===== config.mk =====
export PLATFORM = sky130hd
export DESIGN_NAME = lpa_queue
export DESIGN_NICKNAME = d
export VERILOG_FILES = /design/src/rtl/core/lpa_pkg.sv /design/src/rtl/core/lpa_queue.sv
export SDC_FILE = /design/constraint.sdc
export NUM_CORES = 1
export LEC_CHECK = 0
export BUFFER_PORTS_ARGS = -buffer_cell sky130_fd_sc_hd__clkbuf_2
export CAP_MARGIN = 20
export CORE_ASPECT_RATIO = 0.8
export CORE_MARGIN = 2
export CORE_UTILIZATION = 40
export DETAILED_ROUTE_END_ITERATION = 10
export PLACE_DENSITY_LB_ADDON = 0.3
export SLEW_MARGIN = 20
export SYNTH_ARGS = -nofsm -noshare
export SYNTH_HDL_FRONTEND = slang
export SYNTH_SLANG_ARGS = --single-unit

===== constraint.sdc =====
create_clock -name i_clk -period 3.8 [get_ports i_clk]
set_input_delay 0.76 -clock i_clk [delete_from_list [all_inputs] [get_ports i_clk]]
set_output_delay 0.76 -clock i_clk [all_outputs]
set_load 0.005 [all_outputs]

===== src/rtl/core/lpa_pkg.sv =====
// ----------------------------------------------------------------------------
// lpa_pkg
// Types and constants shared by the logarithmic potential accelerator.
// ----------------------------------------------------------------------------
package lpa_pkg;

    // Saturation ceiling for all internal magnitudes (2^62 raw).
    localparam logic [62:0] CAP = 63'h4000_0000_0000_0000;
    // ln 2 with 30 fraction bits.
    localparam logic [31:0] LN2_Q30 = 32'd744261118;

    localparam int unsigned Q_DEPTH = 4;
    localparam int unsigned Q_PTR_W = 2;

    typedef enum logic [2:0] {
        CFG_CORE_RADIUS  = 3'd0,
        CFG_AXIS_RATIO_Y = 3'd1,
        CFG_AXIS_RATIO_Z = 3'd2,
        CFG_VELOCITY_SQ  = 3'd3,
        CFG_MULTISTEP_ON = 3'd4,
        CFG_MIN_LEVEL    = 3'd5
    } t_cfg_idx;

    typedef enum logic [1:0] {
        ST_APPLIED  = 2'd0,
        ST_SKIPPED  = 2'd1,
        ST_SINGULAR = 2'd2
    } t_status;

    typedef struct packed {
        logic [30:0] core_radius;
        logic [30:0] axis_ratio_y;
        logic [30:0] axis_ratio_z;
        logic [30:0] velocity_sq;
        logic        multistep_on;
        logic [3:0]  min_level;
    } t_cfg;

    typedef struct packed {
        logic [15:0] tag;
        logic [31:0] mag_x;
        logic [31:0] mag_y;
        logic [31:0] mag_z;
        logic        neg_x;
        logic        neg_y;
        logic        neg_z;
        logic        skip;
    } t_item;

    typedef struct packed {
        logic full;
        logic empty;
    } t_q_flags;

    typedef enum logic [4:0] {
        SQ_IDLE,
        SQ_R2,
        SQ_X2,
        SQ_ADDX,
        SQ_DIVY,
        SQ_SQY,
        SQ_ADDY,
        SQ_DIVZ,
        SQ_SQZ,
        SQ_ADDZ,
        SQ_CHK,
        SQ_DAX,
        SQ_DIVAX,
        SQ_DAY,
        SQ_DIVAY0,
        SQ_DIVAY1,
        SQ_DIVAY2,
        SQ_DAZ,
        SQ_DIVAZ0,
        SQ_DIVAZ1,
        SQ_DIVAZ2,
        SQ_NORM,
        SQ_LSQ,
        SQ_LUPD,
        SQ_LN,
        SQ_POT,
        SQ_POTR,
        SQ_DONE
    } t_seq;

endpackage


===== src/rtl/core/lpa_queue.sv =====
// ----------------------------------------------------------------------------
// lpa_queue
// Short FIFO of classified items between the front and the back end.
// ----------------------------------------------------------------------------
module lpa_queue
    import lpa_pkg::*;
(
    input  logic     i_clk,
    input  logic     i_rst_n,
    input  logic     i_push,
    input  t_item    i_item,
    input  logic     i_pop,
    output t_item    o_head,
    output t_q_flags o_flags
);

    t_item              r_mem [Q_DEPTH];
    logic [Q_PTR_W-1:0] r_wr;
    logic [Q_PTR_W-1:0] r_rd;
    logic [Q_PTR_W:0]   r_cnt;

    always_ff @(posedge i_clk) begin
        if (!i_rst_n) begin
            r_wr  <= '0;
            r_rd  <= '0;
            r_cnt <= '0;
        end else begin
            if (i_push) r_wr <= r_wr + 1'b1;
            if (i_pop)  r_rd <= r_rd + 1'b1;
            case ({i_push, i_pop})
                2'b10:   r_cnt <= r_cnt + 1'b1;
                2'b01:   r_cnt <= r_cnt - 1'b1;
                default: r_cnt <= r_cnt;
            endcase
        end
    end

    always_ff @(posedge i_clk) begin
        if (i_push) r_mem[r_wr] <= i_item;
    end

    assign o_head        = r_mem[r_rd];
    assign o_flags.full  = r_cnt == (Q_PTR_W + 1)'(Q_DEPTH);
    assign o_flags.empty = r_cnt == '0;

endmodule


==> impl_metrics.py <==
metrics = {
    "detailed_routing": {
        "vias_per_cell": 5.08,
        "wirelength_um": 33700,
        "first_pass_iters": 4,
        "drc": 0,
        "wl_per_cell_um": 22.2,
        "detail-route-antenna-nets": 0,
        "drt_iter0_drc": 502,
        "num_vias": 7713,
    },
    "layout": {
        "drive_gt1_share_pct": 46.0,
        "layout_common_cells": "464 x edfxtp_1, 237 x clkbuf_2, 116 x mux4_2, 47 x clkbuf_16",
        "final_common_cell": "edfxtp_1",
        "area_delta_synth_final_pct": 20.5,
        "fin_nets": 1055,
        "final_core_util_pct": 49.1,
    },
    "cts": {
        "cts_buffers": 47,
        "clkSinkCount": 473,
        "postCtsSetupBuffers": 0,
        "worstSkewPairLatency_ns": 0.54,
        "clk_pin_slew_ns": 0.06,
        "ctsResizeCount": 0,
        "postCtsHoldBufs": 0,
        "tritoncts": "yes",
        "root_buffer": "clkbuf_16",
        "cts_htree_levels": 2,
        "cts_buffer_depth": 3,
    },
    "critical_path": {
        "endpoint_kind": "output port",
        "critPathKind": "flip-flop to output port",
        "cp_max_fo": 27,
        "cp.required_ns": 3.04,
        "start_kind": "flip-flop",
        "arrival_ns": 2.32,
    },
    "die": {
        "core_um2": 42100,
        "floorplan.rows": 67,
        "start_util_pct": 40.8,
        "io_pins": 238,
        "dieArea_um2": 44600,
        "die_y_um": 189,
        "die_w_um": 236,
    },
    "place": {
        "dp_hpwl_um": 20000,
        "gp_congestion": 0.681,
        "portBuffers": 237,
        "place_ws_ns": 1.22,
    },
    "sta": {
        "finClkSkew_ns": 0.0134,
        "hold_viol": 0,
        "tns_ns": 0,
        "fmax_mhz": 325,
        "rsz0062_at_grt": "no",
        "fin_ws_ns": 0.723,
        "worst_hold_slack_ns": 0.428,
        "slew_headroom_pct": 46.5,
        "worstMarginPinSlew_ns": 0.803,
        "layout_min_cycle_time_ns": 3.08,
        "finalCritPeriodShare_pct": 81.0,
        "setup_viol": 0,
        "slew_viol_final": 0,
    },
    "yosys": {
        "synth_area_um2": 17200,
        "seq_area_frac_synth_pct": 82.3,
        "synth_cell_types": 20,
        "syn-num-nets": 778,
        "syn_inst": 652,
        "ys.warnings.count": 0,
        "postSynthAreaPerCell_um2": 26.3,
        "synth-seq-cells": 473,
    },
    "global_routing": {
        "gr-usage-all-layers_pct": 15.2,
        "grt_max_degree": 117,
        "overflow": 0,
        "grt_pass1_vias": 8088,
        "grt_pass1_wl_um": 50800,
        "grt_use_met3_pct": 4.32,
        "grtUsageMet1_pct": 22.9,
        "antenna_found_initial": 6,
        "use_met2_pct": 22.0,
        "top_usage_layer": "met1",
    },
    "outcome": {
        "status": "finished clean",
    },
    "worst_hold_path": {
        "hold_path_class": "primary input to flip-flop",
    },
    "pwr": {
        "p_per_area_nw_per_um2": 564,
        "p_leak_uw": 0.00694,
        "finalPower_uw": 11700,
        "ir_drop_mv": 0.313,
    },
    "flow_run": {
        "max-cap-violations": 0,
    },
}
## worst paths after layout
| check | from | endpoint | slack [ns] | cells after the start |
|---|---|---|---|---|
| max | flip-flop | o_head[74] | 0.72 | 3 |
| min | i_item[37] | r_mem[0][37] | 0.43 | 1 |
| max reg2reg | r_wr[0] | r_mem[3][115] | 1.90 | 3 |
| min reg2reg | r_cnt[2] | r_cnt[2] | 0.51 | 2 |
## registers in the layout, summed over array words and instances (netlist names), named ones only
name / cells
r_rd: 2
r_cnt: 3
r_mem: 464
r_wr: 2
## synth_stat cells
cell	n	area share [%]
edfxtp_1	464	81
mux4_2	116	15
buf_2	13	0.38
and2_1	10	0.36
dfxtp_1	9	1.1
clkbuf_1	7	0.15
buf_6	6	0.39
inv_1	6	0.13
ha_1	5	0.36
xor2_1	3	0.15
nand2_1	2	0.044
o21ai_0	2	0.058
xnor2_1	2	0.10
a21boi_0	1	0.044
and3_1	1	0.036
fa_1	1	0.12
mux2i_1	1	0.058
nor2b_1	1	0.036
nor3_1	1	0.029
or3_1	1	0.036
## power breakdown
part / internal, uW / leakage (uW) / switching (uW)
registers: 5990 / 0.00434 / 80.1
logic: 501 / 0.00187 / 525
clock network: 2680 / 0.000729 / 1880
## stage by stage
stage | instance area, um^2 | instances
after floorplan | 17200 | 652
final | 20700 | 1519
after detailed placement | 19100 | 1432
after global placement | 19100 | 1432
after global routing | 20700 | 1517
after CTS | 20700 | 1517
## final cells by class
type / count / area (um^2)
Inverter: 6 / 22.5
Antenna cell: 2 / 5.00
Timing Repair Buffer: 254 / 1440
Clock buffer: 54 / 1200
Sequential cell: 473 / 14100
Tap cell: 552 / 691
Fill cell: 3399 / 21400
Multi-Input combinational cell: 147 / 2870
Clock inverter: 31 / 313
## cell families (layout without fill, tap and decap cells)
| logic type | Yosys count | count (layout) | synth area share, % |
|---|---|---|---|
| flip-flops | 473 | 473 | 82.3 |
| XOR/XNOR | 5 | 5 | 0.255 |
| multiplexers | 117 | 117 | 15.3 |
| AO/OA/AOI/OAI | 3 | 3 | 0.102 |
| other | 0 | 2 | 0 |
| adder cells (fa/ha/maj) | 6 | 6 | 0.481 |
| buffers and inverters | 32 | 345 | 1.06 |
| AND/OR/NAND/NOR | 16 | 16 | 0.547 |
## metal layers
layer / up-vias / share of wire, %
met5: - / 0.15
met4: 8 / 1.5
met3: 50 / 6.6
met2: 230 / 44
met1: 4057 / 48
li1: 3368 / -
## critical path: stages, from the launching register on
cell	delay, ns
dfxtp_4	0.73
buf_4	0.31
mux4_2	0.57
clkbuf_2	0.14
Power figures use the tool's default switching activity.
