**src/rtl/core/lpa_pkg.sv**
```systemverilog
// ----------------------------------------------------------------------------
// lpa_pkg
// Types and constants shared by the logarithmic potential accelerator.
// ----------------------------------------------------------------------------
package lpa_pkg;

    // Saturation ceiling for all internal magnitudes (2^62 raw).
    localparam logic [62:0] CAP = 63'h4000_0000_0000_0000;
    // ln 2 with 30 fraction bits.
    localparam logic [31:0] LN2_Q30 = 32'd744261118;

    localparam int unsigned Q_DEPTH = 4;
    localparam int unsigned Q_PTR_W = 2;

    typedef enum logic [2:0] {
        CFG_CORE_RADIUS  = 3'd0,
        CFG_AXIS_RATIO_Y = 3'd1,
        CFG_AXIS_RATIO_Z = 3'd2,
        CFG_VELOCITY_SQ  = 3'd3,
        CFG_MULTISTEP_ON = 3'd4,
        CFG_MIN_LEVEL    = 3'd5
    } t_cfg_idx;

    typedef enum logic [1:0] {
        ST_APPLIED  = 2'd0,
        ST_SKIPPED  = 2'd1,
        ST_SINGULAR = 2'd2
    } t_status;

    typedef struct packed {
        logic [30:0] core_radius;
        logic [30:0] axis_ratio_y;
        logic [30:0] axis_ratio_z;
        logic [30:0] velocity_sq;
        logic        multistep_on;
        logic [3:0]  min_level;
    } t_cfg;

    typedef struct packed {
        logic [15:0] tag;
        logic [31:0] mag_x;
        logic [31:0] mag_y;
        logic [31:0] mag_z;
        logic        neg_x;
        logic        neg_y;
        logic        neg_z;
        logic        skip;
    } t_item;

    typedef struct packed {
        logic full;
        logic empty;
    } t_q_flags;

    typedef enum logic [4:0] {
        SQ_IDLE,
        SQ_R2,
        SQ_X2,
        SQ_ADDX,
        SQ_DIVY,
        SQ_SQY,
        SQ_ADDY,
        SQ_DIVZ,
        SQ_SQZ,
        SQ_ADDZ,
        SQ_CHK,
        SQ_DAX,
        SQ_DIVAX,
        SQ_DAY,
        SQ_DIVAY0,
        SQ_DIVAY1,
        SQ_DIVAY2,
        SQ_DAZ,
        SQ_DIVAZ0,
        SQ_DIVAZ1,
        SQ_DIVAZ2,
        SQ_NORM,
        SQ_LSQ,
        SQ_LUPD,
        SQ_LN,
        SQ_POT,
        SQ_POTR,
        SQ_DONE
    } t_seq;

endpackage

```
**src/rtl/core/lpa_front.sv**
```systemverilog
// ----------------------------------------------------------------------------
// lpa_front
// Input side: take items, split sign and magnitude, decide level skipping.
// ----------------------------------------------------------------------------
module lpa_front
    import lpa_pkg::*;
#(
    parameter int unsigned LEVEL_COUNT = 16
) (
    input  logic               i_in_valid,
    output logic               o_in_stall,
    input  logic [15:0]        i_particle_tag,
    input  logic signed [31:0] i_pos_x,
    input  logic signed [31:0] i_pos_y,
    input  logic signed [31:0] i_pos_z,
    input  logic [3:0]         i_step_level,
    input  t_cfg               i_cfg,
    input  t_q_flags           i_q_flags,
    output logic               o_push,
    output t_item              o_item
);

    localparam logic [6:0] LVL_MAX = 7'(LEVEL_COUNT - 1);

    logic [31:0] xu, yu, zu;
    logic [6:0]  lvl_in, lvl_min;

    always_comb begin
        xu      = i_pos_x;
        yu      = i_pos_y;
        zu      = i_pos_z;
        lvl_in  = (7'(i_step_level) > LVL_MAX) ? LVL_MAX : 7'(i_step_level);
        lvl_min = (7'(i_cfg.min_level) > LVL_MAX) ? LVL_MAX : 7'(i_cfg.min_level);

        o_item.tag   = i_particle_tag;
        o_item.neg_x = xu[31];
        o_item.neg_y = yu[31];
        o_item.neg_z = zu[31];
        o_item.mag_x = xu[31] ? (~xu + 32'd1) : xu;
        o_item.mag_y = yu[31] ? (~yu + 32'd1) : yu;
        o_item.mag_z = zu[31] ? (~zu + 32'd1) : zu;
        o_item.skip  = i_cfg.multistep_on && (lvl_in < lvl_min);
    end

    assign o_in_stall = i_q_flags.full;
    assign o_push     = i_in_valid && !i_q_flags.full;

endmodule

```
**config.mk**
```make
export PLATFORM = sky130hd
export DESIGN_NAME = lpa_front
export DESIGN_NICKNAME = d
export VERILOG_FILES = /design/src/rtl/core/lpa_pkg.sv /design/src/rtl/core/lpa_front.sv
export SDC_FILE = /design/constraint.sdc
export NUM_CORES = 1
export LEC_CHECK = 0
export BUFFER_PORTS_ARGS = -buffer_cell sky130_fd_sc_hd__buf_2
export CAP_MARGIN = 20
export CORE_AREA = 2 2 140 142
export DETAILED_ROUTE_END_ITERATION = 12
export DIE_AREA = 0 0 142 144
export PLACE_DENSITY = 0.53
export SKIP_LAST_GASP = 1
export SLEW_MARGIN = 20
export SYNTH_ARGS = -nofsm -noshare
export SYNTH_HDL_FRONTEND = slang
export SYNTH_SLANG_ARGS = --single-unit
```
**constraint.sdc**
```tcl
create_clock -name vclk -period 3
set_input_delay 0.45 -clock vclk [all_inputs]
set_output_delay 0.45 -clock vclk [all_outputs]
set_load 0.03 [all_outputs]
```
==> qor_table.md <==
| Group | Parameter | This run |
|---|---|---|
| drt | Routed met2 length | 4030 um |
| sta | Max Slew Vio Count | 0 |
| setup path | Cell-by-cell listing of the critical path | buf_2, or4_1, or2_1, or4_1, nor3b_1, buf_2 |
| setup path | Category of the most critical setup path | input pin to output port |
| synthesis | Number of distinct library cells after synthesis | 33 |
| outcome | Run status | completed |
| drt | DR vias/cell | 4.21 |
| clocking | Resize count post-CTS | 0 |
| power and ir drop | Total power divided by cell area | 214 nW/um2 |
| sta | Max Clock Freq | 0.343 GHz |
| setup path | Dominant delay contributor by cell family on the critical path | simple AND/OR/NAND/NOR gates |
| power and ir drop | Cell leakage power | 1.49 nW |
| floorplanning | Core outline area | 19,100 um2 |
| drt | DRC violation count after routing | 0 |
| synthesis | Post-Synthesis Mean Instance Area | 7.31 um2 |
| setup path | Critical path fanouts, max | 3 |
| sta | Setup violations, final | 0 |
| sta | Endpoints failing hold | 0 |
| placement | Post-Place Worst Slack | 0.135 ns |
| drt | Total number of vias | 3,173 |
| sta | Setup repair after global routing missed its margin | no |
| setup path | Critical Path Source Type | input pin |
| floorplanning | Site row count | 51 |
| global route | Number of global-route vias before repair | 2,991 |
| setup path | Library cell contributing the largest single delay on the critical path | or4_1 |
| drt | Sum of met3 wire segment lengths after detailed routing | 1130 um |
| placement | Number of input and output port buffers inserted | 209 |
| finish | Layout overhead on the synthesized area | 53.1% |
| sta | Slew at the pin closest to its max-slew limit | 0.529 ns |
| setup path | Crit-path max cell delay | 0.54 ns |
| drt | Count of nets left with antenna violations after detail routing | 0 |
| floorplanning | Die width | 142 um |
| setup path | Arrival time of data at the critical path endpoint | 2.47 ns |
| drt | Total length of routed wires | 9590 um |
| floorplanning | Die area | 20,400 um2 |
| sta | Post-layout min period | 2.92 ns |
| global route | Number of antenna violations at the first check in global routing | 1 |
| synthesis | Syn Inst Count | 326 |
| finish | Layout fillers | 2,181 |
| drt | Number of design-rule violations left by the first detailed-router iteration | 73 |
| global route | Total grt overflow | 0 |
| placement | Placer Congestion | 0.813 |
| finish | Fraction of final layout cells with drive strength greater than 1 | 48.9% |
| synthesis | Cell area after synthesis | 2380 um2 |
| global route | Wire length of the first global-routing pass | 14,900 um |
| worst hold path | Classification of the worst-slack hold path | input pin to output port |
| synthesis | Synth warnings | 0 |
| floorplanning | Top Ports | 366 |
| finish | Number of nets in the layout | 771 |
| global route | Combined global-route utilization of all metal layers | 8.63% |
| clocking | Number of hold buffers added after CTS | 0 |
| floorplanning | Die span in y | 144 um |
| finish | Area taken by flip-flops and latches | 0 um2 |
| synthesis | Syn_nets | 580 |
| finish | Seq cells | 0 |
| drt | Router iterations before antenna repair | 4 |
| drt | Detailed-route wire length per cell | 12.7 um |
| sta | Fin Setup TNS | 0 ns |
| setup path | Buf+Inv Stages, Crit Path | 2 |
| setup path | Crit path capture type | output port |
| synthesis | Sequential-to-total area share from yosys stat | 0% |
| sta | Max-slew headroom at the worst pin | 64.7% |
| setup path | Required arrival time at the worst endpoint | 2.55 ns |
| drt | Wl on met1 | 4290 um |
| finish | Number of clock buffers in the layout | 0 |
| finish | Number of antenna repair diodes | 0 |
| sta | Worst setup margin | 0.0837 ns |
| power and ir drop | Max IR drop VDD | 0.0000902 V |
| drt | Top sig layer | met5 |
| run | Max-cap violations | 0 |
| sta | Post-route fraction of the period consumed by the critical path | 97.2% |
| global route | Maximum number of pins on one net before global-route repair | 34 |
| placement | Final HPWL from detailed placement | 8420 um |
| floorplanning | Initial core utilization | 12.5% |
| clocking | Buffers inserted during post-CTS setup optimization | 0 |
## where the power goes
group | internal (W) | switching (W)
sequential | 0 | 0
clock | 0 | 0
combinational | 0.000267 | 0.000513
## synthesized netlist by cell type, types with 2 or more instances
cell type	instances	area share (%)
buf_4	23	7.2
nor4b_1	2	0.74
or4_1	6	1.9
or3_1	7	1.8
nor4_1	9	2.4
nand4_1	8	2.1
nor3_1	12	2.5
clkbuf_1	8	1.3
nand4b_1	2	0.74
buf_1	4	0.63
o31ai_2	7	3.7
nand3_1	7	1.5
o31ai_1	22	6.9
nand2_1	24	3.8
o21ai_0	21	4.4
o41ai_2	9	6.1
ha_1	6	3.1
nand2b_1	10	2.6
o41ai_1	16	5.9
or2_2	6	1.6
nor2_1	9	1.4
buf_6	2	0.94
a21o_1	2	0.63
inv_1	9	1.4
xnor2_1	87	32
## metrics by stage
step	total power, W	std cells	utilization, %	hold WS, ns	area (um2)
finish	0.000780	753	19.1	0.900	3650
global placement	0.000782	753	19.0	0.900	3630
floorplan	0.000538	326	-	1.01	2380
CTS	0.000785	753	19.0	0.900	3630
global route	0.000838	753	19.1	0.900	3650
detailed placement	0.000781	753	19.0	0.900	3630
## placed cells by master (no fill, tap or decap), drive strengths merged
cell type	n
or2	7
xnor2	87
o21ai	22
nand3	7
nor4	9
nand4	8
nor4b	2
nand4b	2
o31ai	29
or3	7
nor2b	1
nand2b	10
nor2	9
or4	7
inv	9
nand2	24
a21oi	1
nor3	12
a21o	2
nor4bb	1
ha	6
nor3b	1
o41ai	25
and4bb	1
buf	226
## layout make-up
class	count	area, um2	share of cell area (%)
multi-input combinational	280	2130	58.4
timing repair buffer	226	1190	32.5
inverter	9	33.8	0.926
tap	238	298	8.16
## cell families (layout without fill, tap and decap cells)
logic type	Yosys count	in the layout	synth area share (%)
adder cells (fa/ha/maj)	6	6	3.15
AND/OR/NAND/NOR	108	108	25.3
buffers and inverters	46	235	11.5
AO/OA/AOI/OAI	79	79	28.1
XOR/XNOR	87	87	32.0
## per-layer routing
| layer | vias up | global-route usage (%) |
|---|---|---|
| met5 | - | 0 |
| met4 | 2 | 0.895 |
| met3 | 12 | 2.78 |
| met2 | 173 | 13.8 |
| met1 | 1413 | 11.7 |
| li1 | 1573 | - |
## path summary, 6_finish.rpt
kind                          start     endpoint  slack, ns  cells after the start
setup / recovery        i_pos_z[27]   o_item[35]       0.08                      6
hold / removal    i_particle_tag[3]  o_item[103]       0.90                      0
Note: power is estimated with default switching activity, not from simulation.
