[config.mk]
export PLATFORM = sky130hd
export DESIGN_NAME = lpa_back
export DESIGN_NICKNAME = d
export VERILOG_FILES = /design/src/rtl/core/lpa_pkg.sv /design/src/rtl/core/lpa_div.sv /design/src/rtl/core/lpa_back.sv
export SDC_FILE = /design/constraint.sdc
export NUM_CORES = 2
export LEC_CHECK = 0
export BUFFER_PORTS_ARGS = -buffer_cell sky130_fd_sc_hd__buf_4
export CAP_MARGIN = 25
export CORE_MARGIN = 5
export CORE_UTILIZATION = 47
export CTS_BUF_LIST = sky130_fd_sc_hd__clkbuf_4 sky130_fd_sc_hd__clkbuf_8
export CTS_CLUSTER_SIZE = 28
export DETAILED_ROUTE_END_ITERATION = 8
export SYNTH_ARGS = -nofsm -noshare
export SYNTH_HDL_FRONTEND = slang
export SYNTH_SLANG_ARGS = --single-unit
[constraint.sdc]
create_clock -name i_clk -period 14.5 [get_ports i_clk]
set_clock_uncertainty 0.2 [all_clocks]
set_input_delay 0.725 -clock i_clk [delete_from_list [all_inputs] [get_ports i_clk]]
set_output_delay 0.725 -clock i_clk [all_outputs]
set_load 0.005 [all_outputs]
[src/rtl/core/lpa_pkg.sv]
// ----------------------------------------------------------------------------
// lpa_pkg
// Types and constants shared by the logarithmic potential accelerator.
// ----------------------------------------------------------------------------
package lpa_pkg;

    // Saturation ceiling for all internal magnitudes (2^62 raw).
    localparam logic [62:0] CAP = 63'h4000_0000_0000_0000;
    // ln 2 with 30 fraction bits.
    localparam logic [31:0] LN2_Q30 = 32'd744261118;

    localparam int unsigned Q_DEPTH = 4;
    localparam int unsigned Q_PTR_W = 2;

    typedef enum logic [2:0] {
        CFG_CORE_RADIUS  = 3'd0,
        CFG_AXIS_RATIO_Y = 3'd1,
        CFG_AXIS_RATIO_Z = 3'd2,
        CFG_VELOCITY_SQ  = 3'd3,
        CFG_MULTISTEP_ON = 3'd4,
        CFG_MIN_LEVEL    = 3'd5
    } t_cfg_idx;

    typedef enum logic [1:0] {
        ST_APPLIED  = 2'd0,
        ST_SKIPPED  = 2'd1,
        ST_SINGULAR = 2'd2
    } t_status;

    typedef struct packed {
        logic [30:0] core_radius;
        logic [30:0] axis_ratio_y;
        logic [30:0] axis_ratio_z;
        logic [30:0] velocity_sq;
        logic        multistep_on;
        logic [3:0]  min_level;
    } t_cfg;

    typedef struct packed {
        logic [15:0] tag;
        logic [31:0] mag_x;
        logic [31:0] mag_y;
        logic [31:0] mag_z;
        logic        neg_x;
        logic        neg_y;
        logic        neg_z;
        logic        skip;
    } t_item;

    typedef struct packed {
        logic full;
        logic empty;
    } t_q_flags;

    typedef enum logic [4:0] {
        SQ_IDLE,
        SQ_R2,
        SQ_X2,
        SQ_ADDX,
        SQ_DIVY,
        SQ_SQY,
        SQ_ADDY,
        SQ_DIVZ,
        SQ_SQZ,
        SQ_ADDZ,
        SQ_CHK,
        SQ_DAX,
        SQ_DIVAX,
        SQ_DAY,
        SQ_DIVAY0,
        SQ_DIVAY1,
        SQ_DIVAY2,
        SQ_DAZ,
        SQ_DIVAZ0,
        SQ_DIVAZ1,
        SQ_DIVAZ2,
        SQ_NORM,
        SQ_LSQ,
        SQ_LUPD,
        SQ_LN,
        SQ_POT,
        SQ_POTR,
        SQ_DONE
    } t_seq;

endpackage

[src/rtl/core/lpa_div.sv]
// ----------------------------------------------------------------------------
// lpa_div
// Bit-serial restoring divider, one quotient bit per cycle, saturating at CAP.
// ----------------------------------------------------------------------------
module lpa_div
    import lpa_pkg::*;
#(
    parameter int unsigned NUM_W = 79
) (
    input  logic              i_clk,
    input  logic              i_rst_n,
    input  logic              i_start,
    input  logic [NUM_W-1:0]  i_num,
    input  logic [62:0]       i_den,
    output logic              o_done,
    output logic [62:0]       o_quot
);

    localparam int unsigned CNT_W = $clog2(NUM_W + 1);

    logic              r_busy;
    logic              r_done;
    logic [CNT_W-1:0]  r_cnt;
    logic [NUM_W-1:0]  r_num;
    logic [62:0]       r_den;
    logic [62:0]       r_rem;
    logic [63:0]       rem_sh;
    logic [63:0]       rem_nx;
    logic              ge;

    always_comb begin
        rem_sh = {r_rem, r_num[NUM_W-1]};
        ge     = rem_sh >= {1'b0, r_den};
        rem_nx = ge ? (rem_sh - {1'b0, r_den}) : rem_sh;
    end

    always_ff @(posedge i_clk) begin
        if (!i_rst_n) begin
            r_busy <= 1'b0;
            r_done <= 1'b0;
            r_cnt  <= '0;
        end else if (i_start) begin
            r_busy <= 1'b1;
            r_done <= 1'b0;
            r_cnt  <= CNT_W'(NUM_W);
        end else if (r_busy) begin
            r_cnt <= r_cnt - 1'b1;
            if (r_cnt == CNT_W'(1)) begin
                r_busy <= 1'b0;
                r_done <= 1'b1;
            end
        end else begin
            r_done <= 1'b0;
        end
    end

    // numerator register doubles as the quotient shift register
    always_ff @(posedge i_clk) begin
        if (i_start) begin
            r_num <= i_num;
            r_den <= i_den;
            r_rem <= '0;
        end else if (r_busy) begin
            r_rem <= rem_nx[62:0];
            r_num <= {r_num[NUM_W-2:0], ge};
        end
    end

    assign o_done = r_done;
    assign o_quot = (|r_num[NUM_W-1:62]) ? CAP : {1'b0, r_num[61:0]};

endmodule

[src/rtl/core/lpa_back.sv]
// ----------------------------------------------------------------------------
// lpa_back
// Back end: sequencer over one multiplier and one serial divider, log unit,
// saturating output register.
// ----------------------------------------------------------------------------
module lpa_back
    import lpa_pkg::*;
#(
    parameter int unsigned FRAC_BITS = 16
) (
    input  logic               i_clk,
    input  logic               i_rst_n,
    input  t_cfg               i_cfg,
    input  t_q_flags           i_q_flags,
    input  t_item              i_head,
    output logic               o_pop,
    output logic               o_out_valid,
    input  logic               i_out_stall,
    output logic [15:0]        o_result_tag,
    output logic signed [31:0] o_accel_x,
    output logic signed [31:0] o_accel_y,
    output logic signed [31:0] o_accel_z,
    output logic signed [31:0] o_potential,
    output logic [1:0]         o_status
);

    localparam int unsigned NW = 63 + FRAC_BITS;

    t_seq        r_state, n_state;
    logic [31:0] mul_a, mul_b;
    logic [63:0] prod_c;
    logic [63:0] r_prod;

    logic          div_start;
    logic [NW-1:0] div_num;
    logic [62:0]   div_den;
    logic          div_done;
    logic [62:0]   div_quot;

    t_item       r_item;
    t_status     r_status;
    logic [62:0] r_s;
    logic        r_sq_cap;
    logic [62:0] r_ax_mag, r_ay_mag, r_az_mag;
    logic [62:0] r_norm;
    logic [5:0]  r_k;
    logic [30:0] r_m;
    logic [29:0] r_frac;
    logic [4:0]  r_iter;
    logic        r_lneg;
    logic [38:0] r_pot;

    logic        r_out_valid;
    logic [15:0] r_out_tag;
    logic [31:0] r_out_ax, r_out_ay, r_out_az, r_out_pot;
    t_status     r_out_status;

    logic [30:0] bd, cd;
    logic [62:0] add_term, sum_sat;
    logic [63:0] sum_c;
    logic [31:0] sq_log;
    logic        k_ge;
    logic [6:0]  k_diff;
    logic [36:0] lmag;
    logic        load_out;
    logic        applied;

    function automatic logic [31:0] to_out(input logic [62:0] mag, input logic neg);
        logic big;
        big = |mag[62:31];
        if (neg) to_out = big ? 32'h8000_0000 : (32'd0 - mag[31:0]);
        else     to_out = big ? 32'h7FFF_FFFF : mag[31:0];
    endfunction

    lpa_div #(
        .NUM_W (NW)
    ) u_div (
        .i_clk   (i_clk),
        .i_rst_n (i_rst_n),
        .i_start (div_start),
        .i_num   (div_num),
        .i_den   (div_den),
        .o_done  (div_done),
        .o_quot  (div_quot)
    );

    // shared datapath helpers
    always_comb begin
        bd       = (i_cfg.axis_ratio_y == '0) ? 31'd1 : i_cfg.axis_ratio_y;
        cd       = (i_cfg.axis_ratio_z == '0) ? 31'd1 : i_cfg.axis_ratio_z;
        prod_c   = mul_a * mul_b;
        add_term = (r_state == SQ_ADDX || !r_sq_cap) ? 63'(r_prod >> FRAC_BITS) : CAP;
        sum_c    = 64'(r_s) + 64'(add_term);
        sum_sat  = (sum_c > 64'(CAP)) ? CAP : sum_c[62:0];
        sq_log   = r_prod[61:30];
        k_ge     = r_k >= 6'(FRAC_BITS);
        k_diff   = k_ge ? (7'(r_k) - 7'(FRAC_BITS)) : (7'(FRAC_BITS) - 7'(r_k));
        lmag     = k_ge ? ({k_diff, 30'b0} + 37'(r_frac)) : ({k_diff, 30'b0} - 37'(r_frac));
        load_out = (r_state == SQ_DONE) && (!r_out_valid || !i_out_stall);
        applied  = r_status == ST_APPLIED;
    end

    // next state
    always_comb begin
        n_state = r_state;
        unique case (r_state)
            SQ_IDLE:   if (!i_q_flags.empty) n_state = i_head.skip ? SQ_DONE : SQ_R2;
            SQ_R2:     n_state = SQ_X2;
            SQ_X2:     n_state = SQ_ADDX;
            SQ_ADDX:   n_state = SQ_DIVY;
            SQ_DIVY:   if (div_done) n_state = SQ_SQY;
            SQ_SQY:    n_state = SQ_ADDY;
            SQ_ADDY:   n_state = SQ_DIVZ;
            SQ_DIVZ:   if (div_done) n_state = SQ_SQZ;
            SQ_SQZ:    n_state = SQ_ADDZ;
            SQ_ADDZ:   n_state = SQ_CHK;
            SQ_CHK:    n_state = (r_s == '0) ? SQ_DONE : SQ_DAX;
            SQ_DAX:    n_state = SQ_DIVAX;
            SQ_DIVAX:  if (div_done) n_state = SQ_DAY;
            SQ_DAY:    n_state = SQ_DIVAY0;
            SQ_DIVAY0: if (div_done) n_state = SQ_DIVAY1;
            SQ_DIVAY1: if (div_done) n_state = SQ_DIVAY2;
            SQ_DIVAY2: if (div_done) n_state = SQ_DAZ;
            SQ_DAZ:    n_state = SQ_DIVAZ0;
            SQ_DIVAZ0: if (div_done) n_state = SQ_DIVAZ1;
            SQ_DIVAZ1: if (div_done) n_state = SQ_DIVAZ2;
            SQ_DIVAZ2: if (div_done) n_state = SQ_NORM;
            SQ_NORM:   if (r_norm[62]) n_state = SQ_LSQ;
            SQ_LSQ:    n_state = SQ_LUPD;
            SQ_LUPD:   n_state = (r_iter == '0) ? SQ_LN : SQ_LSQ;
            SQ_LN:     n_state = SQ_POT;
            SQ_POT:    n_state = SQ_POTR;
            SQ_POTR:   n_state = SQ_DONE;
            SQ_DONE:   if (load_out) n_state = SQ_IDLE;
            default:   n_state = SQ_IDLE;
        endcase
    end

    // unit controls per state
    always_comb begin
        o_pop     = 1'b0;
        mul_a     = '0;
        mul_b     = '0;
        div_start = 1'b0;
        div_num   = '0;
        div_den   = '0;
        unique case (r_state) inside
            SQ_IDLE: o_pop = !i_q_flags.empty;
            SQ_R2: begin
                mul_a = 32'(i_cfg.core_radius);
                mul_b = 32'(i_cfg.core_radius);
            end
            SQ_X2: begin
                mul_a = r_item.mag_x;
                mul_b = r_item.mag_x;
            end
            SQ_ADDX: begin
                div_start = 1'b1;
                div_num   = NW'(r_item.mag_y) << FRAC_BITS;
                div_den   = 63'(bd);
            end
            SQ_SQY, SQ_SQZ: begin
                mul_a = div_quot[31:0];
                mul_b = div_quot[31:0];
            end
            SQ_ADDY: begin
                div_start = 1'b1;
                div_num   = NW'(r_item.mag_z) << FRAC_BITS;
                div_den   = 63'(cd);
            end
            SQ_CHK: begin
                mul_a = 32'(i_cfg.velocity_sq);
                mul_b = r_item.mag_x;
            end
            SQ_DAX, SQ_DAY, SQ_DAZ: begin
                div_start = 1'b1;
                div_num   = NW'(r_prod);
                div_den   = r_s;
            end
            SQ_DIVAX: begin
                mul_a = 32'(i_cfg.velocity_sq);
                mul_b = r_item.mag_y;
            end
            SQ_DIVAY0, SQ_DIVAY1: begin
                div_start = div_done;
                div_num   = NW'(div_quot) << FRAC_BITS;
                div_den   = 63'(bd);
            end
            SQ_DIVAY2: begin
                mul_a = 32'(i_cfg.velocity_sq);
                mul_b = r_item.mag_z;
            end
            SQ_DIVAZ0, SQ_DIVAZ1: begin
                div_start = div_done;
                div_num   = NW'(div_quot) << FRAC_BITS;
                div_den   = 63'(cd);
            end
            SQ_LSQ: begin
                mul_a = 32'(r_m);
                mul_b = 32'(r_m);
            end
            SQ_LN: begin
                mul_a = 32'(lmag[36:6]);
                mul_b = LN2_Q30;
            end
            SQ_POT: begin
                mul_a = 32'(i_cfg.velocity_sq);
                mul_b = r_prod[61:30];
            end
            default: begin
                o_pop = 1'b0;
            end
        endcase
    end

    always_ff @(posedge i_clk) begin
        if (!i_rst_n) begin
            r_state     <= SQ_IDLE;
            r_out_valid <= 1'b0;
        end else begin
            r_state <= n_state;
            if (load_out)          r_out_valid <= 1'b1;
            else if (!i_out_stall) r_out_valid <= 1'b0;
        end
    end

    always_ff @(posedge i_clk) begin
        r_prod <= prod_c;
        unique case (r_state) inside
            SQ_IDLE: begin
                if (o_pop) begin
                    r_item   <= i_head;
                    r_status <= i_head.skip ? ST_SKIPPED : ST_APPLIED;
                end
            end
            SQ_X2:                  r_s <= 63'(r_prod >> FRAC_BITS);
            SQ_ADDX, SQ_ADDY, SQ_ADDZ: r_s <= sum_sat;
            SQ_SQY, SQ_SQZ:         r_sq_cap <= |div_quot[62:32];
            SQ_CHK:                 if (r_s == '0) r_status <= ST_SINGULAR;
            SQ_DIVAX:               if (div_done) r_ax_mag <= div_quot;
            SQ_DIVAY2:              if (div_done) r_ay_mag <= div_quot;
            SQ_DIVAZ2: begin
                if (div_done) begin
                    r_az_mag <= div_quot;
                    r_norm   <= r_s;
                    r_k      <= 6'd62;
                end
            end
            SQ_NORM: begin
                if (r_norm[62]) begin
                    r_m    <= r_norm[62:32];
                    r_iter <= 5'd29;
                end else begin
                    r_norm <= r_norm << 1;
                    r_k    <= r_k - 1'b1;
                end
            end
            SQ_LUPD: begin
                // square the mantissa, take one fraction bit per pass
                if (sq_log[31]) begin
                    r_m    <= sq_log[31:1];
                    r_frac <= {r_frac[28:0], 1'b1};
                end else begin
                    r_m    <= sq_log[30:0];
                    r_frac <= {r_frac[28:0], 1'b0};
                end
                r_iter <= r_iter - 1'b1;
            end
            SQ_LN:   r_lneg <= !k_ge;
            SQ_POTR: r_pot <= r_prod[63:25];
            default: r_sq_cap <= r_sq_cap;
        endcase

        if (load_out) begin
            r_out_tag    <= r_item.tag;
            r_out_status <= r_status;
            r_out_ax     <= applied ? to_out(r_ax_mag, !r_item.neg_x) : 32'd0;
            r_out_ay     <= applied ? to_out(r_ay_mag, !r_item.neg_y) : 32'd0;
            r_out_az     <= applied ? to_out(r_az_mag, !r_item.neg_z) : 32'd0;
            r_out_pot    <= applied ? to_out(63'(r_pot), r_lneg) : 32'd0;
        end
    end

    assign o_out_valid  = r_out_valid;
    assign o_result_tag = r_out_tag;
    assign o_accel_x    = signed'(r_out_ax);
    assign o_accel_y    = signed'(r_out_ay);
    assign o_accel_z    = signed'(r_out_az);
    assign o_potential  = signed'(r_out_pot);
    assign o_status     = r_out_status;

endmodule

==> results.cfg <==
[timing]
period_needed_ns = 12.63
finalHoldViolCount = 0
slew_headroom_pct = -6.81
period_share_pct = 87.1
worst_pin_slew_ns = 1.60
fmax_mhz = 79.2
rsz0062_at_grt = false
drv_slew = 2
setup_tns_ns = 0
finalSetupViolCount = 0

[placement]
port_buffers = 391
hpwl_mm = 236
routabilityCongestion = 1.01

[floorplanning]
pin_count = 398
core_area_mm2 = 0.176
placementRows = 154
fp.dieW_um = 431
die_area_mm2 = 0.185
die_h_um = 431
start_util_pct = 47.2

[synthesis]
synth_simple_gate_area_share_pct = 15.8
ys_ff_latch = 975
synth_most_common_cell = inv_1
synth_area_mm2 = 0.0831
synth-xor-area-share_pct = 2.88
ys_seq_area_share_pct = 33.5
synthFlopType = edfxtp_1
synth_nets = 10203
yosysTopAreaCellShare_pct = 30.1
synth_edf_count = 833
synthTopCellsByArea = edfxtp_1, fa_1, ha_1, inv_1, nand2_1
synth_top_family_by_area = adder cells
yosys_warnings = 0
syn_avg_cell_area_um2 = 9.58
synthTopCellsByCount = inv_1, nand2_1, nor2_1
yosysTopAreaCell = edfxtp_1
synth_fa_ha_area_share_pct = 27.4
synth_compound_area_share_pct = 11.8
async_reset_ff_share_pct = 0
ys_types = 99
synthMuxAreaShare_pct = 1.12
synthCells = 8671

[global_route]
antenna_found_initial = 20
grt_max_degree = 122
grt_pass1_vias = 68953
grt_usage_pct = 33.6
gr-total-overflow = 0
grt_pass1_wl_mm = 459

[detailed_routing]
wl_mm = 317
wl_per_cell_um = 27.3
vias_per_cell = 5.92
drt_iter0_drc = 8223
firstDrtPassIters = 9
drtAntennaViolNets = 0
drc = 82
vias = 68600

[cts]
cts.htree.levels = 4
clock_latency_ns = 0.97
path_clk_slew_ns = 0.06
cts_tree = yes
cts_resized = 0
cts-root-buf = clkbuf_8
holdBufCountCts = 180
numCtsBuffers = 160
post_cts_buffers = 0
clockBufferDepth = 3
cts.sinks = 975

[setup_path]
slowest_stage = o21a_1
worstPathArrival_ns = 13.24
critPathMaxFanout = 9
worstPathRequired_ns = 15.12
cp-start-kind = register
max_stage_delay_ns = 0.77
worstSetupPathType = register to register
crit_top_cell = fa_1
cp-end-kind = register

[job]
drv_cap = 0

[cells_and_area]
final_nets = 10644
fillCellCount = 16087
drive_gt1_share_pct = 10.4
area_growth_pct = 13.3

[worst_hold_path]
holdCritPathClass = primary input to register

[run_status]
status = finished, violations left
violations = design-rule violations, max-slew violations
[path summary, 6_finish.rpt]
| path | to | cells after the start | startpoint | slack (ns) |
|---|---|---|---|---|
| hold reg to reg | o_result_tag[9] | 0 | r_item[109] | 0.21 |
| setup reg to reg | r_prod[60] | 34 | r_frac[2] | 1.87 |
| hold / removal | u_div.r_den[22] | 3 | i_cfg[89] | 0.07 |
| setup / recovery | r_prod[60] | 34 | r_frac[2] | 1.87 |
[registers in the layout, indices dropped and copies added (netlist names), 5 cells and up]
register / flops
o_potential: 32
u_div.r_den: 63
o_result_tag: 16
o_accel_z: 32
r_k: 6
r_pot: 39
r_state: 5
o_accel_y: 32
r_ax_mag: 63
r_frac: 30
o_accel_x: 32
r_norm: 63
u_div.r_rem: 63
r_item: 115
u_div.r_num: 79
r_iter: 5
r_prod: 64
u_div.r_cnt: 7
r_az_mag: 63
r_s: 63
r_m: 31
r_ay_mag: 63
[cells by family (layout without fill, tap and decap cells)]
group / after synthesis / after routing
adders and majority gates: 1283 / 1283
xor gates and xnor gates: 273 / 273
AOI/OAI and AO/OA: 1499 / 1499
DFF: 975 / 975
muxes: 92 / 92
buffers and inverters: 1637 / 2210
and+or+nand+nor: 2912 / 2912
other: 0 / 13
[critical path, delay by kind of cell, from the launching register on]
family	cells	cell delay [ns]
fa+ha+maj	9	4.48
compound gates	12	3.84
simple gates	11	3.42
flops	1	0.40
buf+inv	2	0.12
[routing by layer]
| metal | vias to the layer above | part of all wire [%] | global-route usage (%) |
|---|---|---|---|
| met4 | 4 | 9.0 | 23.8 |
| met1 | 33894 | 38 | 43.1 |
| li1 | 29985 | - | - |
| met2 | 3711 | 44 | 51.8 |
| met5 | - | 0.0095 | 0 |
| met3 | 1006 | 8.7 | 6.00 |
[cells in the final DEF, fill, tap and decap left out, types with 180 or more instances in the layout]
| master | Yosys | routed |
|---|---|---|
| buf_4 | 0 | 575 |
| edfxtp_1 | 833 | 833 |
| nand2_1 | 1095 | 1095 |
| inv_1 | 1149 | 1147 |
| o21ai_0 | 336 | 331 |
| fa_1 | 898 | 898 |
| a21oi_1 | 399 | 398 |
| dlygate4sd3_1 | 0 | 180 |
| and2_1 | 185 | 184 |
| ha_1 | 384 | 384 |
| nor2_1 | 927 | 919 |
[per-stage QoR]
stage / util, % / instance area (um^2) / hold WS (ns) / instances / worst slack, ns
2_1_floorplan: - / 83100 / 0.200 / 8671 / 4.35
3_3_place_gp: 50.4 / 88800 / 0.200 / 11099 / 2.31
3_5_place_dp: 50.5 / 88900 / 0.205 / 11104 / 2.26
4_1_cts: 53.4 / 94000 / 0.00676 / 11578 / 2.12
5_1_grt: 53.5 / 94100 / 0.0334 / 11588 / 1.05
6_report: 53.5 / 94200 / 0.0728 / 11597 / 1.87
[area by class of cell]
class | count | area [um^2] | share of cell area (%)
inverters | 1150 | 4320 | 4.59
multi-input cells | 6059 | 49300 | 52.4
diodes | 13 | 32.5 | 0.0345
repair buffers | 766 | 6350 | 6.75
well taps | 2340 | 2930 | 3.11
flip-flops and latches | 975 | 27900 | 29.6
clock buffers | 216 | 2670 | 2.83
clock inverters | 78 | 684 | 0.727
Power is left out: the tool's default activity adds up to more than one toggle a clock period on the data nets, which glitch-free logic cannot reach.
